## config.mk

```make
export PLATFORM = sky130hd
export DESIGN_NAME = escape_sequence_decoder
export DESIGN_NICKNAME = d
export VERILOG_FILES = /design/src/sv/esd_pkg.sv /design/src/sv/escape_sequence_decoder.sv /design/src/sv/esd_decode.sv /design/src/sv/esd_fifo.sv
export SDC_FILE = /design/constraint.sdc
export NUM_CORES = 1
export LEC_CHECK = 0
export BUFFER_PORTS_ARGS = -buffer_cell sky130_fd_sc_hd__buf_2
export CAP_MARGIN = 20
export CORE_MARGIN = 2
export CORE_UTILIZATION = 30
export CTS_CLUSTER_DIAMETER = 200
export DETAILED_ROUTE_END_ITERATION = 8
export PLACE_DENSITY = 0.46
export RECOVER_POWER = 100
export SETUP_SLACK_MARGIN = 0.4
export SYNTH_ARGS = -nofsm -noshare
export SYNTH_HDL_FRONTEND = slang
export SYNTH_SLANG_ARGS = --single-unit
```

## constraint.sdc

```tcl
create_clock -name clk_i -period 4.6 [get_ports clk_i]
set_input_delay 0.46 -clock clk_i [delete_from_list [all_inputs] [get_ports clk_i]]
set_output_delay 0.46 -clock clk_i [all_outputs]
set_load 0.005 [all_outputs]
```

## src/sv/esd_pkg.sv

```systemverilog
// Shared types, character constants and decode helpers for the escape decoder.
`timescale 1ns / 1ps
`default_nettype none

package esd_pkg;

  // Escape parser mode
  typedef enum logic [1:0] {
    MODE_NORMAL = 2'd0,
    MODE_ESCAPE = 2'd1,
    MODE_HEX    = 2'd2,
    MODE_OCTAL  = 2'd3
  } mode_e;

  // Characters with a role in the grammar
  localparam logic [7:0] CH_NUL   = 8'h00;
  localparam logic [7:0] CH_BSL   = 8'h5C;  // backslash
  localparam logic [7:0] CH_X     = 8'h78;  // x
  localparam logic [7:0] CH_DQ    = 8'h22;  // double quote
  localparam logic [7:0] CH_QM    = 8'h3F;  // question mark
  localparam logic [7:0] CH_SQ    = 8'h27;  // single quote
  localparam logic [7:0] CH_N     = 8'h6E;
  localparam logic [7:0] CH_T     = 8'h74;
  localparam logic [7:0] CH_A     = 8'h61;
  localparam logic [7:0] CH_B     = 8'h62;
  localparam logic [7:0] CH_F     = 8'h66;
  localparam logic [7:0] CH_R     = 8'h72;
  localparam logic [7:0] CH_V     = 8'h76;
  localparam logic [7:0] CH_0     = 8'h30;
  localparam logic [7:0] CH_7     = 8'h37;
  localparam logic [7:0] CH_9     = 8'h39;
  localparam logic [7:0] CH_UA    = 8'h41;
  localparam logic [7:0] CH_UF    = 8'h46;
  localparam logic [7:0] CH_LA    = 8'h61;
  localparam logic [7:0] CH_LF    = 8'h66;

  // Control codes
  localparam logic [7:0] CODE_LF  = 8'd10;
  localparam logic [7:0] CODE_TAB = 8'd9;
  localparam logic [7:0] CODE_BEL = 8'd7;
  localparam logic [7:0] CODE_BS  = 8'd8;
  localparam logic [7:0] CODE_FF  = 8'd12;
  localparam logic [7:0] CODE_CR  = 8'd13;
  localparam logic [7:0] CODE_VT  = 8'd11;

  // Result queue geometry
  localparam int FifoDepth = 4;
  localparam int FifoPtrW  = $clog2(FifoDepth);
  localparam int FifoCntW  = $clog2(FifoDepth + 1);

  typedef struct packed {
    logic [7:0] out_byte;
    logic       has_byte;
    logic       eos;
  } result_t;

  // Up to two results caused by one item
  typedef struct packed {
    logic [1:0]       cnt;
    result_t [1:0]    res;
  } result_pair_t;

  typedef struct packed {
    logic       simple;
    logic [7:0] code;
  } esc_code_t;

  typedef struct packed {
    logic       valid;
    logic [3:0] nibble;
  } hex_digit_t;

  function automatic esc_code_t escape_code(logic [7:0] c);
    esc_code_t r;
    r.simple = 1'b1;
    r.code   = c;
    unique case (c)
      CH_N:    r.code = CODE_LF;
      CH_T:    r.code = CODE_TAB;
      CH_A:    r.code = CODE_BEL;
      CH_B:    r.code = CODE_BS;
      CH_F:    r.code = CODE_FF;
      CH_R:    r.code = CODE_CR;
      CH_V:    r.code = CODE_VT;
      CH_BSL, CH_DQ, CH_QM, CH_SQ: r.code = c;
      default: begin
        r.simple = 1'b0;
        r.code   = 8'h00;
      end
    endcase
    return r;
  endfunction

  function automatic hex_digit_t hex_digit(logic [7:0] c);
    hex_digit_t r;
    logic [7:0] d;
    r = '0;
    d = '0;
    if (c >= CH_0 && c <= CH_9) begin
      d = c - CH_0;
      r = '{valid: 1'b1, nibble: d[3:0]};
    end else if (c >= CH_UA && c <= CH_UF) begin
      d = c - CH_UA + 8'd10;
      r = '{valid: 1'b1, nibble: d[3:0]};
    end else if (c >= CH_LA && c <= CH_LF) begin
      d = c - CH_LA + 8'd10;
      r = '{valid: 1'b1, nibble: d[3:0]};
    end
    return r;
  endfunction

  // Append one byte result
  function automatic result_pair_t put_byte(result_pair_t p, logic [7:0] b);
    result_pair_t q;
    q = p;
    q.res[p.cnt[0]] = '{out_byte: b, has_byte: 1'b1, eos: 1'b0};
    q.cnt = p.cnt + 2'd1;
    return q;
  endfunction

endpackage

`default_nettype wire

```

## src/sv/escape_sequence_decoder.sv

```systemverilog
// Top level of the C string escape decoder: input register, decode and result queue.
//
// Usage: characters enter on the input channel (ch_i, is_last_i) under
// in_valid_i / in_ready_o; decoded bytes leave on the output channel
// (out_byte_o, has_byte_o, end_of_string_o) under out_valid_o / out_ready_i.
// A backslash opens an escape; simple letters, \x hex and octal escapes are
// decoded, and a zero character or is_last_i closes the string. The final
// result of a string carries end_of_string_o; a string end with nothing to
// give yields one result with has_byte_o low.
// Path: an accepted item waits in the input register, is decoded
// combinationally once the queue has room, and is written into the queue, whose head is offered.
// Throughput: one item per cycle while out_ready_i is high and each item yields at most one result;
// an item that yields two results takes the single output port twice,
// which sets the sustained rate to one result per cycle.
// Stall: results wait in a four-entry queue; while fewer than two entries are
// free the decode holds and the input register holds its item, so in_ready_o
// drops once that register is full.
// Reset: clears the parser to normal mode and empties the queue and the
// input register.
`timescale 1ns / 1ps
`default_nettype none

module escape_sequence_decoder
  import esd_pkg::*;
(
  input  wire logic       clk_i,
  input  wire logic       rst_ni,
  input  wire logic       in_valid_i,
  output      logic       in_ready_o,
  input  wire logic [7:0] ch_i,
  input  wire logic       is_last_i,
  output      logic       out_valid_o,
  input  wire logic       out_ready_i,
  output      logic [7:0] out_byte_o,
  output      logic       has_byte_o,
  output      logic       end_of_string_o
);

  logic         in_valid_q;
  logic [7:0]   ch_q;
  logic         last_q;
  logic         room;
  logic         fire;
  result_pair_t pair;
  result_t      head;

  assign fire       = in_valid_q && room;
  assign in_ready_o = !in_valid_q || fire;

  always_ff @(posedge clk_i or negedge rst_ni) begin
    if (!rst_ni) begin
      in_valid_q <= 1'b0;
    end else if (in_ready_o) begin
      in_valid_q <= in_valid_i;
    end
  end

  always_ff @(posedge clk_i) begin
    if (in_valid_i && in_ready_o) begin
      ch_q   <= ch_i;
      last_q <= is_last_i;
    end
  end

  esd_decode u_decode (
    .clk_i     (clk_i),
    .rst_ni    (rst_ni),
    .fire_i    (fire),
    .ch_i      (ch_q),
    .is_last_i (last_q),
    .pair_o    (pair)
  );

  esd_fifo u_fifo (
    .clk_i   (clk_i),
    .rst_ni  (rst_ni),
    .push_i  (fire),
    .pair_i  (pair),
    .room_o  (room),
    .valid_o (out_valid_o),
    .ready_i (out_ready_i),
    .data_o  (head)
  );

  assign out_byte_o      = head.out_byte;
  assign has_byte_o      = head.has_byte;
  assign end_of_string_o = head.eos;

endmodule

`default_nettype wire

```

## src/sv/esd_decode.sv

```systemverilog
// Escape parser state and combinational decode of one character into up to two results.
`timescale 1ns / 1ps
`default_nettype none

module esd_decode
  import esd_pkg::*;
(
  input  wire logic         clk_i,
  input  wire logic         rst_ni,
  input  wire logic         fire_i,
  input  wire logic [7:0]   ch_i,
  input  wire logic         is_last_i,
  output      result_pair_t pair_o
);

  mode_e      mode_q, mode_d;
  logic [1:0] cnt_q, cnt_d;
  logic [8:0] val_q, val_d;

  always_ff @(posedge clk_i or negedge rst_ni) begin
    if (!rst_ni) begin
      mode_q <= MODE_NORMAL;
      cnt_q  <= '0;
      val_q  <= '0;
    end else if (fire_i) begin
      mode_q <= mode_d;
      cnt_q  <= cnt_d;
      val_q  <= val_d;
    end
  end

  always_comb begin
    result_pair_t p;
    esc_code_t    esc;
    hex_digit_t   hx;
    logic         is_oct;
    logic         do_plain;
    logic         do_finish;
    logic [7:0]   oct;

    p        = '0;
    mode_d   = mode_q;
    cnt_d    = cnt_q;
    val_d    = val_q;
    esc      = escape_code(ch_i);
    hx       = hex_digit(ch_i);
    is_oct   = (ch_i >= CH_0) && (ch_i <= CH_7);
    oct      = ch_i - CH_0;
    do_plain = 1'b0;
    do_finish = (ch_i == CH_NUL) || is_last_i;

    if (ch_i != CH_NUL) begin
      unique case (mode_q)
        MODE_NORMAL: do_plain = 1'b1;
        MODE_ESCAPE: begin
          if (esc.simple) begin
            p = put_byte(p, esc.code);
            mode_d = MODE_NORMAL;
            cnt_d  = '0;
            val_d  = '0;
          end else if (ch_i == CH_X) begin
            mode_d = MODE_HEX;
            cnt_d  = '0;
            val_d  = '0;
          end else if (is_oct) begin
            mode_d = MODE_OCTAL;
            cnt_d  = 2'd1;
            val_d  = {6'd0, oct[2:0]};
          end else begin
            // escape with no digits: emit zero, then handle the character
            p = put_byte(p, 8'h00);
            mode_d = MODE_NORMAL;
            cnt_d  = '0;
            val_d  = '0;
            do_plain = 1'b1;
          end
        end
        MODE_HEX: begin
          if (hx.valid) begin
            val_d = {val_q[4:0], hx.nibble};
            if (cnt_q >= 2'd1) begin
              p = put_byte(p, val_d[7:0]);
              mode_d = MODE_NORMAL;
              cnt_d  = '0;
              val_d  = '0;
            end else begin
              cnt_d = 2'd1;
            end
          end else begin
            p = put_byte(p, val_q[7:0]);
            mode_d = MODE_NORMAL;
            cnt_d  = '0;
            val_d  = '0;
            do_plain = 1'b1;
          end
        end
        MODE_OCTAL: begin
          if (is_oct) begin
            val_d = {val_q[5:0], oct[2:0]};
            if (cnt_q >= 2'd2) begin
              p = put_byte(p, val_d[7:0]);
              mode_d = MODE_NORMAL;
              cnt_d  = '0;
              val_d  = '0;
            end else begin
              cnt_d = cnt_q + 2'd1;
            end
          end else begin
            p = put_byte(p, val_q[7:0]);
            mode_d = MODE_NORMAL;
            cnt_d  = '0;
            val_d  = '0;
            do_plain = 1'b1;
          end
        end
        default: ;
      endcase

      if (do_plain) begin
        if (ch_i == CH_BSL) begin
          mode_d = MODE_ESCAPE;
          cnt_d  = '0;
          val_d  = '0;
        end else begin
          p = put_byte(p, ch_i);
        end
      end
    end

    if (do_finish) begin
      // flush a pending numeric escape; a lone backslash is dropped
      if (mode_d == MODE_HEX || mode_d == MODE_OCTAL) begin
        p = put_byte(p, val_d[7:0]);
      end
      mode_d = MODE_NORMAL;
      cnt_d  = '0;
      val_d  = '0;
      if (p.cnt == 2'd0) begin
        p.res[0] = '{out_byte: 8'h00, has_byte: 1'b0, eos: 1'b1};
        p.cnt    = 2'd1;
      end else begin
        p.res[p.cnt[1]].eos = 1'b1;
      end
    end

    pair_o = p;
  end

`ifndef SYNTHESIS
  // a full octal escape never stays pending with three digits
  assert property (@(posedge clk_i) disable iff (!rst_ni)
    (mode_q == MODE_OCTAL) |-> (cnt_q == 2'd1 || cnt_q == 2'd2))
    else $error("octal digit count out of range");

  assert property (@(posedge clk_i) disable iff (!rst_ni)
    (mode_q == MODE_HEX) |-> (cnt_q != 2'd2 && cnt_q != 2'd3))
    else $error("hex digit count out of range");

  // end of string returns the parser to normal mode
  assert property (@(posedge clk_i) disable iff (!rst_ni)
    (fire_i && (ch_i == CH_NUL || is_last_i)) |=> (mode_q == MODE_NORMAL))
    else $error("parser not reset after end of string");

  assert property (@(posedge clk_i) disable iff (!rst_ni)
    pair_o.cnt != 2'd3)
    else $error("too many results for one item");
`endif

endmodule

`default_nettype wire

```

## src/sv/esd_fifo.sv

```systemverilog
// Result queue that takes up to two results per cycle and gives one.
`timescale 1ns / 1ps
`default_nettype none

module esd_fifo
  import esd_pkg::*;
(
  input  wire logic         clk_i,
  input  wire logic         rst_ni,
  input  wire logic         push_i,
  input  wire result_pair_t pair_i,
  output      logic         room_o,
  output      logic         valid_o,
  input  wire logic         ready_i,
  output      result_t      data_o
);

  result_t             mem_q [FifoDepth];
  logic [FifoPtrW-1:0] wr_q, rd_q;
  logic [FifoCntW-1:0] cnt_q, cnt_d;
  logic [1:0]          push_n;
  logic                pop;

  assign push_n  = push_i ? pair_i.cnt : 2'd0;
  assign valid_o = (cnt_q != '0);
  assign pop     = valid_o && ready_i;
  assign data_o  = mem_q[rd_q];
  // room for a full pair regardless of this cycle's pop
  assign room_o  = (cnt_q <= FifoCntW'(FifoDepth - 2));
  assign cnt_d   = cnt_q + FifoCntW'(push_n) - FifoCntW'(pop);

  always_ff @(posedge clk_i or negedge rst_ni) begin
    if (!rst_ni) begin
      wr_q  <= '0;
      rd_q  <= '0;
      cnt_q <= '0;
    end else begin
      wr_q  <= wr_q + FifoPtrW'(push_n);
      rd_q  <= rd_q + FifoPtrW'(pop);
      cnt_q <= cnt_d;
    end
  end

  always_ff @(posedge clk_i) begin
    if (push_n != 2'd0) begin
      mem_q[wr_q] <= pair_i.res[0];
    end
    if (push_n == 2'd2) begin
      mem_q[wr_q + FifoPtrW'(1)] <= pair_i.res[1];
    end
  end

`ifndef SYNTHESIS
  assert property (@(posedge clk_i) disable iff (!rst_ni)
    cnt_q <= FifoCntW'(FifoDepth))
    else $error("result queue overflow");

  assert property (@(posedge clk_i) disable iff (!rst_ni)
    (push_n != 2'd0) |-> room_o)
    else $error("push into queue without room");

  assert property (@(posedge clk_i) disable iff (!rst_ni)
    (wr_q - rd_q) == FifoPtrW'(cnt_q))
    else $error("queue pointers disagree with count");
`endif

endmodule

`default_nettype wire
```

==> impl_metrics.env <==
export IMPL_synthFlopType="edfxtp_1"
export IMPL_p_per_area_nw_per_um2=445.9
export IMPL_gr_usage_all_layers_pct=18.14
export IMPL_area_growth_pct=19.14
export IMPL_r2r_start="ch_q[2]$_DFFE_PP_"
export IMPL_gp_congestion=0.9202
export IMPL_maxCapViolCount=0
export IMPL_slew_headroom_pct=27.26
export IMPL_nets=556
export IMPL_grt_overflow=0
export IMPL_arrival_ps=4400
export IMPL_crit_chain="clkbuf_1 > nand2_1 > or4_1 > ha_4 > or3_1 > nor3_1 > nand3b_1 > nor2_2 > inv_2 > ha_1 > inv_1 > nor3_2 > o21ai_2 > ha_1 > inv_1 > fa_1 > xnor2_1"
export IMPL_cts_root_buf="clkbuf_16"
export IMPL_cts_htree_levels=3
export IMPL_critPathSlowestCell="edfxtp_1"
export IMPL_slowest_delay_ps=570
export IMPL_yosys_top_cells_count="nand2_1, edfxtp_1, o21ai_0"
export IMPL_grt_max_degree=21
export IMPL_synth_cells=474
export IMPL_max_freq_ghz=0.2393
export IMPL_period_minus_slack_ps=4179
export IMPL_dr_pass1_iters=7
export IMPL_fin_tns_setup_ps=0
export IMPL_dp_hpwl_mm=10.88
export IMPL_hold_buffers=0
export IMPL_dpl_instance_area_um2=5303
export IMPL_synth_edff_count=49
export IMPL_min_to="ch_q[4]$_DFFE_PP_"
export IMPL_yosysMostFrequentCell="nand2_1"
export IMPL_fin_area_um2=5763
export IMPL_dp_slack_ps=252.4
export IMPL_n_antenna_cell=0
export IMPL_crit_family="simple AND/OR/NAND/NOR gates"
export IMPL_setup_worst_path_class="reg -> reg"
export IMPL_vias_per_cell=5.646
export IMPL_insertion_delay_ps=350
export IMPL_antenna_found_initial=0
export IMPL_routedWlPerCell_um=20.01
export IMPL_rsz0062_at_grt="false"
export IMPL_syn_area_um2=4837
export IMPL_syn_num_nets=501
export IMPL_drc_errors=0
export IMPL_io_pins=25
export IMPL_die_w_um=131.0
export IMPL_cp_start_kind="register"
export IMPL_endpoint_kind="register"
export IMPL_status="finished, final reports clean"
export IMPL_ff2ff_setup_slack_ps=420
export IMPL_cellLeakagePower_uw=0.002063
export IMPL_synthArstFlopShare_pct=28.99
export IMPL_ant_nets=0
export IMPL_worst_pin_slew_ps=1091
export IMPL_synth_seq_cells=69
export IMPL_min_path_type="in -> reg"
export IMPL_cp_max_fo=8
export IMPL_synthDistinctLibCells=96
export IMPL_yosysWarnings=0
export IMPL_clk_path_buf_depth=2
export IMPL_synth_top_area_cell="edfxtp_1"
export IMPL_slew_viol_final=0
export IMPL_hp_start="ch_i[4]"
export IMPL_via_count=4223
export IMPL_die_h_um=131.0
export IMPL_grt_first_pass_wirelength_mm=23.64
export IMPL_min_path_cells=1
export IMPL_grt_pass1_vias=4100
export IMPL_drive_above_1_share_pct=22.74
export IMPL_hold_viol=0
export IMPL_rr_endpoint="u_fifo.cnt_q[2]$_DFF_PN0_"
export IMPL_core_um2=15830
export IMPL_synth_area_per_cell_um2=10.20
export IMPL_period_share_pct=90.84
export IMPL_ys_seq_area_share_pct=40.77
export IMPL_cts_tree="built"
export IMPL_initial_utilization_pct=30.56
export IMPL_numCtsBuffers=9
export IMPL_totalWireLength_mm=14.97
export IMPL_placementRows=46
export IMPL_worst_slack_ps=421.3
export IMPL_cts_sinks=69
export IMPL_total_power_uw=2570
export IMPL_required_ps=4820
export IMPL_dieArea_um2=17160
export IMPL_synth_area_leaders="edfxtp_1, dfrtp_1, mux4_2"
export IMPL_setup_violations=0
export IMPL_yosysTopAreaCellShare_pct=30.42
export IMPL_clkTransAtPathRegs_ps=70
export IMPL_fin_util_pct=36.41
export IMPL_rr_worst_depth=17
export IMPL_finClkSkew_ps=16.79
export IMPL_drtIter0Drc=372
export IMPL_io_buffers=24
export IMPL_cp_startpoint="ch_q[2]$_DFFE_PP_"
export IMPL_ir_drop_v=0.0001585
export IMPL_path_buf_inv=4
==> power breakdown <==
part,switching [µW],leakage (µW),total [µW],internal (µW)
sequential,114,0.000705,952,838
clock,263,0.000149,729,466
combinational,500,0.00121,889,389
total,877,0.00206,2570,1690
==> sequential cells by signal, summed over array words and instances, names as in the netlist <==
| name | flops |
|---|---|
| u_fifo.rd_q | 2 |
| u_fifo.wr_q | 2 |
| u_decode.mode_q | 2 |
| u_fifo.mem_q | 40 |
| u_decode.cnt_q | 2 |
| in_valid_q | 1 |
| ch_q | 8 |
| last_q | 1 |
| u_fifo.cnt_q | 3 |
| u_decode.val_q | 8 |
==> worst max path at each step <==
stage                     slack [ps]                   endpoint  cells past startpoint
after CTS                        450  u_fifo.cnt_q[2]$_DFF_PN0_                     20
after floorplan                  440  u_fifo.cnt_q[2]$_DFF_PN0_                     21
after global routing             180  u_fifo.cnt_q[2]$_DFF_PN0_                     16
after detailed placement         250  u_fifo.cnt_q[2]$_DFF_PN0_                     18
final                            420  u_fifo.cnt_q[2]$_DFF_PN0_                     17
after global placement           370  u_fifo.cnt_q[2]$_DFF_PN0_                     20
==> routing by layer <==
metal / track usage, % / part of all wire [%] / vias up
met5: 0 / 0 / -
met4: 5.319 / 1.8 / 0
met3: 4.479 / 6.7 / 19
met2: 29.11 / 47 / 180
met1: 24.32 / 45 / 2056
li1: - / - / 1968
==> layout by cell type (no fill, tap or decap), types with 7 or more instances in the layout <==
cell type	n
dfrtp_1	20
ha_1	8
edfxtp_1	49
clkbuf_16	9
a21oi_1	26
clkbuf_1	22
buf_2	13
nand2_1	56
mux4_2	10
nor2_1	22
and3_1	9
o21ai_0	29
o2bb2ai_1	18
nand3_1	14
buf_4	31
o22ai_1	16
nor3_1	7
inv_1	12
==> what timing repair did <==
item,4_1_cts,5_1_grt
resized for setup,10,14
pin swaps,1,5
buffers inserted,4,10
gates cloned,0,0
endpoints found under the setup margin,2,2
==> layout make-up <==
class / instances / area [µm²]
flip-flops and latches: 69 / 1972
inverters: 16 / 60.06
clock inverters: 5 / 77.57
multi-input cells: 363 / 2744
fillers: 1621 / 10060
clock buffers: 9 / 225.2
well taps: 216 / 270.3
repair buffers: 70 / 414.1
==> metrics by stage <==
step / std cells / hold WS (ps)
after floorplan: 474 / 164.4
after global placement: 720 / 442.0
after detailed placement: 720 / 443.2
after CTS: 738 / 76.13
after global routing: 748 / 275.9
final: 748 / 282.4
==> logic make-up (layout without fill, tap and decap cells) <==
group	Yosys count	in the layout	share of synthesized area, %
mux	18	18	6.363
buf+inv	42	100	4.656
simple gates	162	162	17.67
compound gates	164	164	25.87
xor+xnor	5	5	0.9055
fa+ha+maj	14	14	3.777
flops	69	69	40.77
Note: power is estimated with default switching activity, not from simulation.
